`src/rtl/clx_pkg.sv`:
```
// shared types, codes and keyword tables for the declaration lexer
`timescale 1ns / 1ps
package clx_pkg;

  localparam int DEFAULT_MAX_TEXT_LEN = 32;
  localparam int NUM_KW = 12;

  localparam logic [4:0] K_ERROR  = 5'd0;
  localparam logic [4:0] K_SLASH  = 5'd6;
  localparam logic [4:0] K_STRUCT = 5'd9;
  localparam logic [4:0] K_ENUM   = 5'd10;
  localparam logic [4:0] K_NUMBER = 5'd21;
  localparam logic [4:0] K_IDENT  = 5'd22;

  localparam logic [2:0] S_OK        = 3'd0;
  localparam logic [2:0] S_END       = 3'd1;
  localparam logic [2:0] S_NO_TAG    = 3'd2;
  localparam logic [2:0] S_UNKNOWN   = 3'd3;
  localparam logic [2:0] S_TOO_LONG  = 3'd4;
  localparam logic [2:0] S_BAD_NUM   = 3'd5;

  localparam logic [1:0] TAG_NONE   = 2'd0;
  localparam logic [1:0] TAG_STRUCT = 2'd1;
  localparam logic [1:0] TAG_ENUM   = 2'd2;

  typedef enum logic [3:0] {
    PH_IDLE, PH_SLASH, PH_BLOCK, PH_BLOCK_STAR, PH_LINE,
    PH_IDENT, PH_ZERO, PH_NUMBER, PH_TAG_WS
  } phase_t;

  typedef enum logic {ST_RUN, ST_DRAIN} state_t;

  typedef struct packed {
    logic       space;
    logic       head;
    logic       digit;
    logic [4:0] pkind;
  } cls_t;

  typedef struct packed {
    logic [7:0] ch;
    logic       eoi;
    cls_t       cls;
  } item_t;

  function automatic logic [4:0] punct_kind(input logic [7:0] c);
    logic [4:0] k;
    unique case (c)
      8'h28:   k = 5'd1;
      8'h29:   k = 5'd2;
      8'h5b:   k = 5'd3;
      8'h5d:   k = 5'd4;
      8'h2c:   k = 5'd5;
      8'h2f:   k = K_SLASH;
      8'h2a:   k = 5'd7;
      8'h3b:   k = 5'd8;
      default: k = K_ERROR;
    endcase
    return k;
  endfunction

  function automatic cls_t classify(input logic [7:0] c);
    cls_t r;
    r.space = (c == 8'h20) || (c >= 8'd9 && c <= 8'd13);
    r.digit = (c >= 8'h30 && c <= 8'h39);
    r.head  = (c >= 8'h61 && c <= 8'h7a) || (c >= 8'h41 && c <= 8'h5a) || (c == 8'h5f);
    r.pkind = punct_kind(c);
    return r;
  endfunction

  // keyword text, left aligned, zero padded
  function automatic logic [63:0] kw_word(input logic [3:0] k);
    logic [63:0] w;
    unique case (k)
      4'd0:    w = {"const", 24'h0};
      4'd1:    w = "volatile";
      4'd2:    w = {"signed", 16'h0};
      4'd3:    w = "unsigned";
      4'd4:    w = {"struct", 16'h0};
      4'd5:    w = {"enum", 32'h0};
      4'd6:    w = {"void", 32'h0};
      4'd7:    w = {"char", 32'h0};
      4'd8:    w = {"int", 40'h0};
      4'd9:    w = {"long", 32'h0};
      4'd10:   w = {"float", 24'h0};
      4'd11:   w = {"double", 16'h0};
      default: w = 64'h0;
    endcase
    return w;
  endfunction

  function automatic logic [3:0] kw_len(input logic [3:0] k);
    logic [3:0] n;
    unique case (k)
      4'd0, 4'd10:       n = 4'd5;
      4'd1, 4'd3:        n = 4'd8;
      4'd2, 4'd4, 4'd11: n = 4'd6;
      4'd8:              n = 4'd3;
      default:           n = 4'd4;
    endcase
    return n;
  endfunction

  function automatic logic [4:0] kw_kind(input logic [3:0] k);
    logic [4:0] r;
    unique case (k)
      4'd4:    r = K_STRUCT;
      4'd5:    r = K_ENUM;
      4'd0:    r = 5'd11;
      4'd1:    r = 5'd12;
      4'd2:    r = 5'd13;
      4'd3:    r = 5'd14;
      4'd6:    r = 5'd15;
      4'd7:    r = 5'd16;
      4'd8:    r = 5'd17;
      4'd9:    r = 5'd18;
      4'd10:   r = 5'd19;
      4'd11:   r = 5'd20;
      default: r = K_ERROR;
    endcase
    return r;
  endfunction

  // keywords whose byte at position pos equals c
  function automatic logic [NUM_KW-1:0] kw_hit(input logic [7:0] pos, input logic [7:0] c);
    logic [NUM_KW-1:0] m;
    logic [63:0] w;
    for (int k = 0; k < NUM_KW; k++) begin
      w = kw_word(4'(k));
      m[k] = (pos < 8'd8) && (w[63 - 8*pos[2:0] -: 8] == c);
    end
    return m;
  endfunction

endpackage

```
`src/rtl/clx_ram.sv`:
```
// generic single-port-write ram with registered read
`timescale 1ns / 1ps
module clx_ram #(
  parameter int WIDTH = 8,
  parameter int DEPTH = 32,
  localparam int AW = (DEPTH > 1) ? $clog2(DEPTH) : 1
) (
  input  logic             clk,
  input  logic             we,
  input  logic [AW-1:0]    waddr,
  input  logic [WIDTH-1:0] wdata,
  input  logic [AW-1:0]    raddr,
  output logic [WIDTH-1:0] rdata
);
  logic [WIDTH-1:0] mem [DEPTH];

  always_ff @(posedge clk) begin
    if (we) begin
      mem[waddr] <= wdata;
    end
    rdata <= mem[raddr];
  end
endmodule

```
`src/rtl/clx_front.sv`:
```
// input side: accepts items, classifies the byte and queues them for the lexer
`timescale 1ns / 1ps
module clx_front (
  input  logic           clk,
  input  logic           rst,
  input  logic           push,
  output logic           full,
  input  logic [7:0]     char_in,
  input  logic           end_of_input,
  output logic           q_valid,
  output clx_pkg::item_t q_item,
  input  logic           q_pop
);
  import clx_pkg::*;

  item_t      slots [2];
  logic       wp, rp;
  logic [1:0] cnt;
  logic       do_push, do_pop;

  assign full    = (cnt == 2'd2);
  assign q_valid = (cnt != 2'd0);
  assign q_item  = slots[rp];
  assign do_push = push && !full;
  assign do_pop  = q_pop && q_valid;

  always_ff @(posedge clk) begin
    if (rst) begin
      wp  <= 1'b0;
      rp  <= 1'b0;
      cnt <= 2'd0;
    end else begin
      if (do_push) wp <= ~wp;
      if (do_pop)  rp <= ~rp;
      cnt <= cnt + 2'(do_push) - 2'(do_pop);
    end
    if (do_push) begin
      slots[wp] <= '{ch: char_in, eoi: end_of_input, cls: classify(char_in)};
    end
  end

`ifndef SYNTHESIS
  a_cnt_range: assert property (@(posedge clk) disable iff (rst) cnt != 2'd3)
    else $error("queue count out of range");
  a_cnt_up: assert property (@(posedge clk) disable iff (rst)
    do_push && !do_pop |=> cnt == $past(cnt) + 2'd1)
    else $error("queue count did not grow on push");
`endif
endmodule

```
`src/rtl/clx_back.sv`:
```
// lexer engine: phase machine, text store, keyword match and result register
`timescale 1ns / 1ps
module clx_back #(
  parameter int MAX_TEXT_LEN = clx_pkg::DEFAULT_MAX_TEXT_LEN,
  localparam int LW = $clog2(MAX_TEXT_LEN + 1),
  localparam int AW = (MAX_TEXT_LEN > 1) ? $clog2(MAX_TEXT_LEN) : 1
) (
  input  logic           clk,
  input  logic           rst,
  input  logic           q_valid,
  input  clx_pkg::item_t q_item,
  output logic           q_pop,
  output logic           empty,
  input  logic           pop,
  output logic [4:0]     token_kind,
  output logic [2:0]     status,
  output logic [7:0]     text_byte,
  output logic           text_valid,
  output logic           last
);
  import clx_pkg::*;

  state_t state, state_next;
  phase_t phase, phase_next;
  logic [LW-1:0] text_length, text_length_next;
  logic [1:0]    awaiting_tag, awaiting_tag_next;
  logic          after_comment, after_comment_next;
  logic [NUM_KW-1:0] kw, kw_next;
  logic [4:0]    drain_kind, drain_kind_next;
  logic [LW-1:0] idx;
  logic          dok;
  logic          ovalid;

  logic       emit, done, drain_go, fire, out_free, drain_emit, drain_last;
  logic [4:0] e_kind;
  logic [2:0] e_status;
  logic [7:0] e_byte;
  logic       e_tv, e_last;
  logic       we;
  logic [AW-1:0] waddr;
  logic [7:0] rdata;
  logic [7:0] len8;
  logic [4:0] kw_found;
  logic       at_max;

  clx_ram #(.WIDTH(8), .DEPTH(MAX_TEXT_LEN)) u_store (
    .clk(clk), .we(we), .waddr(waddr), .wdata(q_item.ch),
    .raddr(idx[AW-1:0]), .rdata(rdata)
  );

  assign len8     = 8'(text_length);
  assign at_max   = (32'(text_length) >= MAX_TEXT_LEN);
  assign waddr    = (phase_next == PH_IDENT || phase_next == PH_ZERO ||
                     phase_next == PH_NUMBER) && text_length_next == LW'(1) ?
                    AW'(0) : text_length[AW-1:0];
  assign out_free = !ovalid || pop;
  assign empty    = !ovalid;

  always_comb begin
    kw_found = K_ERROR;
    for (int k = 0; k < NUM_KW; k++) begin
      if (kw[k] && len8 == 8'(kw_len(4'(k)))) kw_found = kw_kind(4'(k));
    end
  end

  // one step of the phase machine on the waiting item
  always_comb begin
    emit = 1'b0; done = 1'b0; drain_go = 1'b0; we = 1'b0;
    e_kind = K_ERROR; e_status = S_OK; e_byte = 8'h0; e_tv = 1'b0; e_last = 1'b1;
    phase_next = phase; text_length_next = text_length;
    awaiting_tag_next = awaiting_tag; after_comment_next = after_comment;
    kw_next = kw; drain_kind_next = drain_kind;
    if (q_item.eoi) begin
      unique case (phase)
        PH_SLASH: begin
          emit = 1'b1; e_kind = K_SLASH; phase_next = PH_IDLE;
        end
        PH_IDENT: begin
          phase_next = PH_IDLE;
          if (awaiting_tag != TAG_NONE) begin
            drain_go = 1'b1; awaiting_tag_next = TAG_NONE;
            drain_kind_next = (awaiting_tag == TAG_STRUCT) ? K_STRUCT : K_ENUM;
          end else if (kw_found == K_STRUCT || kw_found == K_ENUM) begin
            awaiting_tag_next = (kw_found == K_STRUCT) ? TAG_STRUCT : TAG_ENUM;
            phase_next = PH_TAG_WS;
          end else if (kw_found != K_ERROR) begin
            emit = 1'b1; e_kind = kw_found;
          end else begin
            drain_go = 1'b1; drain_kind_next = K_IDENT;
          end
        end
        PH_NUMBER: begin
          drain_go = 1'b1; drain_kind_next = K_NUMBER; phase_next = PH_IDLE;
        end
        default: begin
          emit = 1'b1; e_status = S_END; done = 1'b1;
          phase_next = PH_IDLE; text_length_next = '0;
          awaiting_tag_next = TAG_NONE; after_comment_next = 1'b0;
        end
      endcase
    end else begin
      unique case (phase)
        PH_SLASH: begin
          if (q_item.ch == 8'h2a) begin
            phase_next = PH_BLOCK; done = 1'b1;
          end else if (q_item.ch == 8'h2f) begin
            phase_next = PH_LINE; done = 1'b1;
          end else begin
            emit = 1'b1; e_kind = K_SLASH; phase_next = PH_IDLE;
          end
        end
        PH_BLOCK: begin
          done = 1'b1;
          if (q_item.ch == 8'h2a) phase_next = PH_BLOCK_STAR;
        end
        PH_BLOCK_STAR: begin
          done = 1'b1;
          if (q_item.ch == 8'h2f) begin
            phase_next = PH_IDLE; after_comment_next = 1'b1;
          end else if (q_item.ch != 8'h2a) begin
            phase_next = PH_BLOCK;
          end
        end
        PH_LINE: begin
          done = 1'b1;
          if (q_item.ch == 8'h0a) begin
            phase_next = PH_IDLE; after_comment_next = 1'b1;
          end
        end
        PH_IDENT: begin
          if (q_item.cls.head || q_item.cls.digit) begin
            if (at_max) begin
              emit = 1'b1; e_status = S_TOO_LONG;
              awaiting_tag_next = TAG_NONE; phase_next = PH_IDLE;
            end else begin
              we = 1'b1; done = 1'b1; text_length_next = text_length + LW'(1);
              kw_next = kw & kw_hit(len8, q_item.ch);
            end
          end else begin
            phase_next = PH_IDLE;
            if (awaiting_tag != TAG_NONE) begin
              drain_go = 1'b1; awaiting_tag_next = TAG_NONE;
              drain_kind_next = (awaiting_tag == TAG_STRUCT) ? K_STRUCT : K_ENUM;
            end else if (kw_found == K_STRUCT || kw_found == K_ENUM) begin
              awaiting_tag_next = (kw_found == K_STRUCT) ? TAG_STRUCT : TAG_ENUM;
              phase_next = PH_TAG_WS;
            end else if (kw_found != K_ERROR) begin
              emit = 1'b1; e_kind = kw_found;
            end else begin
              drain_go = 1'b1; drain_kind_next = K_IDENT;
            end
          end
        end
        PH_ZERO: begin
          done = 1'b1;
          if (q_item.ch == 8'h78 || q_item.ch == 8'h58) begin
            phase_next = PH_NUMBER;
          end else begin
            emit = 1'b1; e_status = S_BAD_NUM; phase_next = PH_IDLE;
          end
        end
        PH_NUMBER: begin
          if (q_item.cls.digit) begin
            if (at_max) begin
              emit = 1'b1; e_status = S_TOO_LONG; phase_next = PH_IDLE;
            end else begin
              we = 1'b1; done = 1'b1; text_length_next = text_length + LW'(1);
            end
          end else begin
            drain_go = 1'b1; drain_kind_next = K_NUMBER; phase_next = PH_IDLE;
          end
        end
        PH_TAG_WS: begin
          if (q_item.cls.space) begin
            done = 1'b1;
          end else if (q_item.cls.head) begin
            we = 1'b1; done = 1'b1; text_length_next = LW'(1); phase_next = PH_IDENT;
            kw_next = kw_hit(8'h0, q_item.ch);
          end else begin
            emit = 1'b1; e_status = S_NO_TAG;
            awaiting_tag_next = TAG_NONE; phase_next = PH_IDLE;
          end
        end
        default: begin
          phase_next = PH_IDLE; done = 1'b1;
          if (!q_item.cls.space) begin
            after_comment_next = 1'b0;
            if (after_comment && q_item.ch == 8'h2f) begin
              emit = 1'b1; e_kind = K_SLASH;
            end else if (q_item.ch == 8'h2f) begin
              phase_next = PH_SLASH;
            end else if (q_item.cls.head || q_item.cls.digit) begin
              we = 1'b1; text_length_next = LW'(1);
              kw_next = kw_hit(8'h0, q_item.ch);
              phase_next = !q_item.cls.digit ? PH_IDENT :
                           (q_item.ch == 8'h30) ? PH_ZERO : PH_NUMBER;
            end else if (q_item.cls.pkind != K_ERROR) begin
              emit = 1'b1; e_kind = q_item.cls.pkind;
            end else begin
              emit = 1'b1; e_status = S_UNKNOWN; e_byte = q_item.ch; e_tv = 1'b1;
            end
          end
        end
      endcase
    end
  end

  assign fire       = (state == ST_RUN) && q_valid && (!emit || out_free);
  assign q_pop      = fire && done;
  assign drain_emit = (state == ST_DRAIN) && dok && out_free;
  assign drain_last = (idx + LW'(1) == text_length);

  always_comb begin
    state_next = state;
    unique case (state)
      ST_RUN:   if (fire && drain_go) state_next = ST_DRAIN;
      ST_DRAIN: if (drain_emit && drain_last) state_next = ST_RUN;
      default:  state_next = ST_RUN;
    endcase
  end

  always_ff @(posedge clk) begin
    if (rst) begin
      state <= ST_RUN;
      phase <= PH_IDLE;
      text_length <= '0;
      awaiting_tag <= TAG_NONE;
      after_comment <= 1'b0;
      ovalid <= 1'b0;
      dok <= 1'b0;
      idx <= '0;
    end else begin
      state <= state_next;
      if (fire) begin
        phase <= phase_next;
        text_length <= text_length_next;
        awaiting_tag <= awaiting_tag_next;
        after_comment <= after_comment_next;
      end
      if (fire && drain_go) begin
        idx <= '0;
        dok <= 1'b0;
      end else if (drain_emit) begin
        idx <= idx + LW'(1);
        dok <= 1'b0;
      end else begin
        dok <= (state == ST_DRAIN);
      end
      if ((fire && emit) || drain_emit) ovalid <= 1'b1;
      else if (pop) ovalid <= 1'b0;
    end
    if (fire) begin
      kw <= kw_next;
      drain_kind <= drain_kind_next;
    end
    if (fire && emit) begin
      token_kind <= e_kind; status <= e_status; text_byte <= e_byte;
      text_valid <= e_tv; last <= e_last;
    end else if (drain_emit) begin
      token_kind <= drain_kind; status <= S_OK; text_byte <= rdata;
      text_valid <= 1'b1; last <= drain_last;
    end
  end

`ifndef SYNTHESIS
  a_drain_len: assert property (@(posedge clk) disable iff (rst)
    state == ST_DRAIN |-> text_length != '0)
    else $error("text drain with empty store");
  a_out_hold: assert property (@(posedge clk) disable iff (rst)
    ovalid && !pop |=> ovalid && $stable(token_kind) && $stable(text_byte))
    else $error("waiting result changed");
  a_no_pop_in_drain: assert property (@(posedge clk) disable iff (rst)
    state == ST_DRAIN |-> !q_pop)
    else $error("item retired during text drain");
`endif
endmodule

```
`src/rtl/c_declaration_lexer.sv`:
```
// top level of the streaming c declaration lexer
`timescale 1ns / 1ps
// Streaming lexer for C declarations. Each item is one character byte, or an
// end-of-input mark that flushes a pending token and then reports end. Items
// go into a two-entry queue where each byte is classified; the lexer engine
// behind it takes one queued item per cycle while it is not draining text and
// its output register is free (an item that ends one token is kept and taken
// again to start the next). A finished identifier, tag or number comes out
// one text byte per result, read from the text store ram; the engine takes no
// item while draining; the front keeps taking items until its queue fills.
// Results wait in an output register, so a stalled consumer only holds the
// engine. Keywords are recognized on the fly as bytes are stored, and struct
// or enum take the next identifier as their tag text. Errors come out as
// kind 0 with a status code. No clearing pass is needed after reset.
module c_declaration_lexer #(
  parameter int MAX_TEXT_LEN = clx_pkg::DEFAULT_MAX_TEXT_LEN
) (
  input  logic       clk,
  input  logic       rst,
  input  logic       push,
  output logic       full,
  input  logic [7:0] char_in,
  input  logic       end_of_input,
  output logic       empty,
  input  logic       pop,
  output logic [4:0] token_kind,
  output logic [2:0] status,
  output logic [7:0] text_byte,
  output logic       text_valid,
  output logic       last
);
  import clx_pkg::*;

  // classified items between the front queue and the engine
  logic  q_valid, q_pop;
  item_t q_item;

  clx_front u_front (
    .clk(clk), .rst(rst), .push(push), .full(full),
    .char_in(char_in), .end_of_input(end_of_input),
    .q_valid(q_valid), .q_item(q_item), .q_pop(q_pop)
  );

  clx_back #(.MAX_TEXT_LEN(MAX_TEXT_LEN)) u_back (
    .clk(clk), .rst(rst), .q_valid(q_valid), .q_item(q_item), .q_pop(q_pop),
    .empty(empty), .pop(pop), .token_kind(token_kind), .status(status),
    .text_byte(text_byte), .text_valid(text_valid), .last(last)
  );
endmodule
```
`config.mk`:
```
export PLATFORM = sky130hd
export DESIGN_NAME = c_declaration_lexer
export DESIGN_NICKNAME = d
export VERILOG_FILES = /design/src/rtl/clx_pkg.sv /design/src/rtl/clx_ram.sv /design/src/rtl/clx_front.sv /design/src/rtl/clx_back.sv /design/src/rtl/c_declaration_lexer.sv
export SDC_FILE = /design/constraint.sdc
export NUM_CORES = 1
export LEC_CHECK = 0
export ABC_AREA = 1
export BUFFER_PORTS_ARGS = -buffer_cell sky130_fd_sc_hd__buf_2
export CAP_MARGIN = 20
export CORE_UTILIZATION = 55
export DETAILED_ROUTE_END_ITERATION = 10
export GPL_TIMING_DRIVEN = 0
export PLACE_DENSITY = 0.71
export SYNTH_ARGS = -nofsm -noshare
export SYNTH_HDL_FRONTEND = slang
export SYNTH_SLANG_ARGS = --single-unit
export TNS_END_PERCENT = 20
```
`constraint.sdc`:
```
create_clock -name clk -period 5.6 [get_ports clk]
set_input_delay 1.12 -clock clk [delete_from_list [all_inputs] [get_ports clk]]
set_output_delay 1.12 -clock clk [all_outputs]
set_load 0.01 [all_outputs]
```
==> run summary <==
HPWL after detailed placement: 36400 um
Post-synth top area share: 57.4%
Area grow syn2layout: 11.3%
# IOs: 33
FF+latch area: 10400 um2
Max-cap violation count: 0
Largest cells by area after synthesis: edfxtp_1 57%, nor2_1 6.3%, o21ai_0 6.1%
Post-Syn Instances: 1628
# clock sinks: 358
Post-synth top cells: 322 x edfxtp_1, 283 x nor2_1, 204 x o21ai_0, 191 x nand2_1, 90 x inv_1
GRT Util Overall: 34.0%
FF-to-FF path depth: 24
Critical path depth: 24
Slowest-stage cell, CP: a211oi_1
Num rows: 63
Relative slew slack: 25.5%
H-tree depth: 2
Yosys warnings: 0
Synth Area in Adders: 1.19%
Critical-path cell list: buf_4 -> inv_2 -> clkbuf_1 -> clkbuf_1 -> ha_1 -> nand3_1 -> nor2_1 -> o21ai_1 -> nand2_1 -> nor2_1 -> nand2_1 -> nand3_2 -> nor2_1 -> nand2_1 -> nand3_2 -> nand2_1 -> nand2_1 -> nand2_1 -> nand2_1 -> nand2_2 -> nand2_2 -> nand2_4 -> buf_2 -> a211oi_1
Reg2reg start: u_back.text_length[2]$_SDFFE_PP0N_
Hold_sp: u_front.cnt[1]$_SDFF_PP0_
Post-Synth Simple-Gate Area: 16.4%
Mapped Area: 16800 um2
Unrepaired setup endpoints after global routing: no
Worst Path Arrival: 5.43 ns
CTS tree: yes
Hold Crit Class: reg -> reg
Die X-Extent: 177 um
Sink of the worst hold path: u_front.cnt[1]$_SDFF_PP0_
Clock Path Buffers: 3
CTS root buffer: clkbuf_16
Nature of the critical path endpoint: flop
Clk_lat worst skew: 0.54 ns
Core Area: 29900 um2
Core Util, Final: 62.7%
Die Ht: 177 um
Fin area: 18700 um2
Antenna diodes: 0
Placed cell areas: 17600 um2
PortBufs: 32
Post-synth ARST share: 0%
Slew @ Worst Pin: 1.11 ns
Post-synthesis cell type count: 60
CTS resizes: 0
Largest family of logic cells by synthesized area: simple AND/OR/NAND/NOR gates
Post-CTS Hold Buffers: 0
Yosys reg bits: 358
Number of synthesized flops with an enable pin: 322
Max Freq: 0.190 GHz
Largest net degree at the start of global routing: 42
TritonRoute pass-1 iters: 6
Clock transition at path regs: 0.07 ns
Reg-to-reg endpoint: u_back.drain_kind[1]$_SDFFCE_PP0P_
Hold_ws: 0.452 ns
GP Congestion: 0.932
Final Skew: 0.0276 ns
WL/cell: 24.7 um
Startpoint type of the worst setup path: flop
Final period utilization: 94.0%
CP top delay family: buffers and inverters
Xor/xnor share of the synthesized area: 1.92%
Setup TNS: 0 ns
R2R setup slack: 0.33 ns
Most numerous cell in the Yosys netlist: edfxtp_1
Final min period: 5.27 ns
Final-report max-slew violation count: 0
First-pass GRT wire length: 78100 um
Largest stage delay on the critical path: 0.74 ns
Run status: complete, no violations
Mapped Avg Cell Area: 10.3 um2
Avg Vias per Cell: 6.40
Final setup viols: 0
Die area: 31300 um2
Post-synthesis compound-gate area fraction: 14.0%
Mux cell area share after synthesis: 0.0595%
Worst EP required: 5.76 ns
TritonCTS Buffers: 37
Total wire length: 52500 um
Setup bufs post-CTS: 0
Fin. Hold Viols: 0
Synthesized netlist net count: 1657
Leak: 6.68 nW
Top FF cell, synth: edfxtp_1
Cells on Worst Hold Path: 1
WP buf/inv: 5
Share of layout cells above drive strength 1: 9.63%
Grt ovf: 0
Critical Path Most Common Cell: nand2_1
Yosys top cell by area: edfxtp_1
Final ANT Viol Nets: 0
Iter 0 DRT Violations: 1770
Register area share after synthesis: 61.7%
Max VDD drop: 0.368 mV
NumNets Final: 1735
CP Class: reg -> reg
Multi-input logic area: 5670 um2
Antenna violations before repair: 0
Vias in the first global route: 12900
Final Total Pwr: 9.45 mW
CP Max Fanout: 14
Filler instances: 2386
Pwr dens: 505 nW/um2
DRC violations left: 0
Routed vias: 13600
Starting density of the core: 56.4%
[cells in the final DEF, fill, tap and decap left out, drive strengths merged, types with 16 or more instances in the layout]
cell | netlist | routed
nor2 | 294 | 294
o22ai | 27 | 27
nand2 | 207 | 207
clkbuf | 55 | 107
edfxtp | 322 | 322
nor3 | 21 | 21
inv | 107 | 108
xor2 | 23 | 23
a21oi | 40 | 40
nand3 | 70 | 70
nand4 | 26 | 26
buf | 22 | 61
ha | 16 | 16
dfxtp | 36 | 36
clkinv | 6 | 17
o221ai | 43 | 43
o21ai | 216 | 216
[power breakdown]
part | internal, mW | switching (mW) | leakage (nW)
combinational | 0.938 | 2.51 | 2.90
clock | 1.37 | 1.02 | 0.556
sequential | 3.50 | 0.124 | 3.22
[sequential cells by signal, summed over array words and instances, names as in the netlist, named ones only]
name,count
u_back.state,1
u_back.kw,12
u_back.drain_kind,5
u_front.wp,1
u_back.text_valid,1
u_back.text_length,6
u_back.phase,4
u_front.cnt,2
u_back.dok,1
u_back.u_store.rdata,8
u_front.slots,32
u_back.awaiting_tag,2
u_back.idx,6
u_back.text_byte,8
u_back.u_store.mem,256
u_back.ovalid,1
u_back.token_kind,5
u_back.after_comment,1
u_front.rp,1
u_back.last,1
u_back.status,3
[worst max-delay path by stage]
stage,from,endpoint,slack (ns)
CTS,u_back.text_length[2]$_SDFFE_PP0N_,u_back.drain_kind[1]$_SDFFCE_PP0P_,0.46
detailed placement,u_back.text_length[2]$_SDFFE_PP0N_,u_back.drain_kind[1]$_SDFFCE_PP0P_,0.47
floorplan,u_back.text_length[2]$_SDFFE_PP0N_,u_back.kw[0]$_DFFE_PP_,1.01
finish,u_back.text_length[2]$_SDFFE_PP0N_,u_back.drain_kind[1]$_SDFFCE_PP0P_,0.33
global placement,flop,u_back.kw[2]$_DFFE_PP_,-1.30
global route,u_back.text_length[2]$_SDFFE_PP0N_,u_back.text_byte[3]$_DFFE_PP_,0.04
[layout make-up]
| type | count | area share (%) |
|---|---|---|
| flip-flops and latches | 358 | 55.4 |
| multi-input cells | 1080 | 30.2 |
| clock buffers | 52 | 5.41 |
| well taps | 390 | 2.60 |
| inverters | 113 | 2.29 |
| plain buffers | 77 | 1.94 |
| repair buffers | 39 | 1.28 |
| clock inverters | 16 | 0.808 |
[per-layer routing]
| layer | share of wire, % | track usage [%] |
|---|---|---|
| met1 | 37 | 42.5 |
| met2 | 48 | 57.4 |
| met3 | 9.2 | 4.88 |
| met4 | 5.6 | 17.5 |
| met5 | 0 | 0 |
[kinds of logic (layout without fill, tap and decap cells)]
logic type                 count (synthesis)  count (layout)
adders and majority gates                 16              16
and+or+nand+nor                          636             636
AOI/OAI and AO/OA                        390             390
muxes                                      1               1
xor gates and xnor gates                  37              37
buffers and inverters                    190             297
DFF                                      358             358
[per-stage QoR]
stage	cells	setup WS, ns
global placement	2050	-1.30
detailed placement	2055	0.468
CTS	2123	0.465
floorplan	1628	1.01
global route	2125	0.0426
finish	2125	0.334
(Power assumes the default switching activity.)
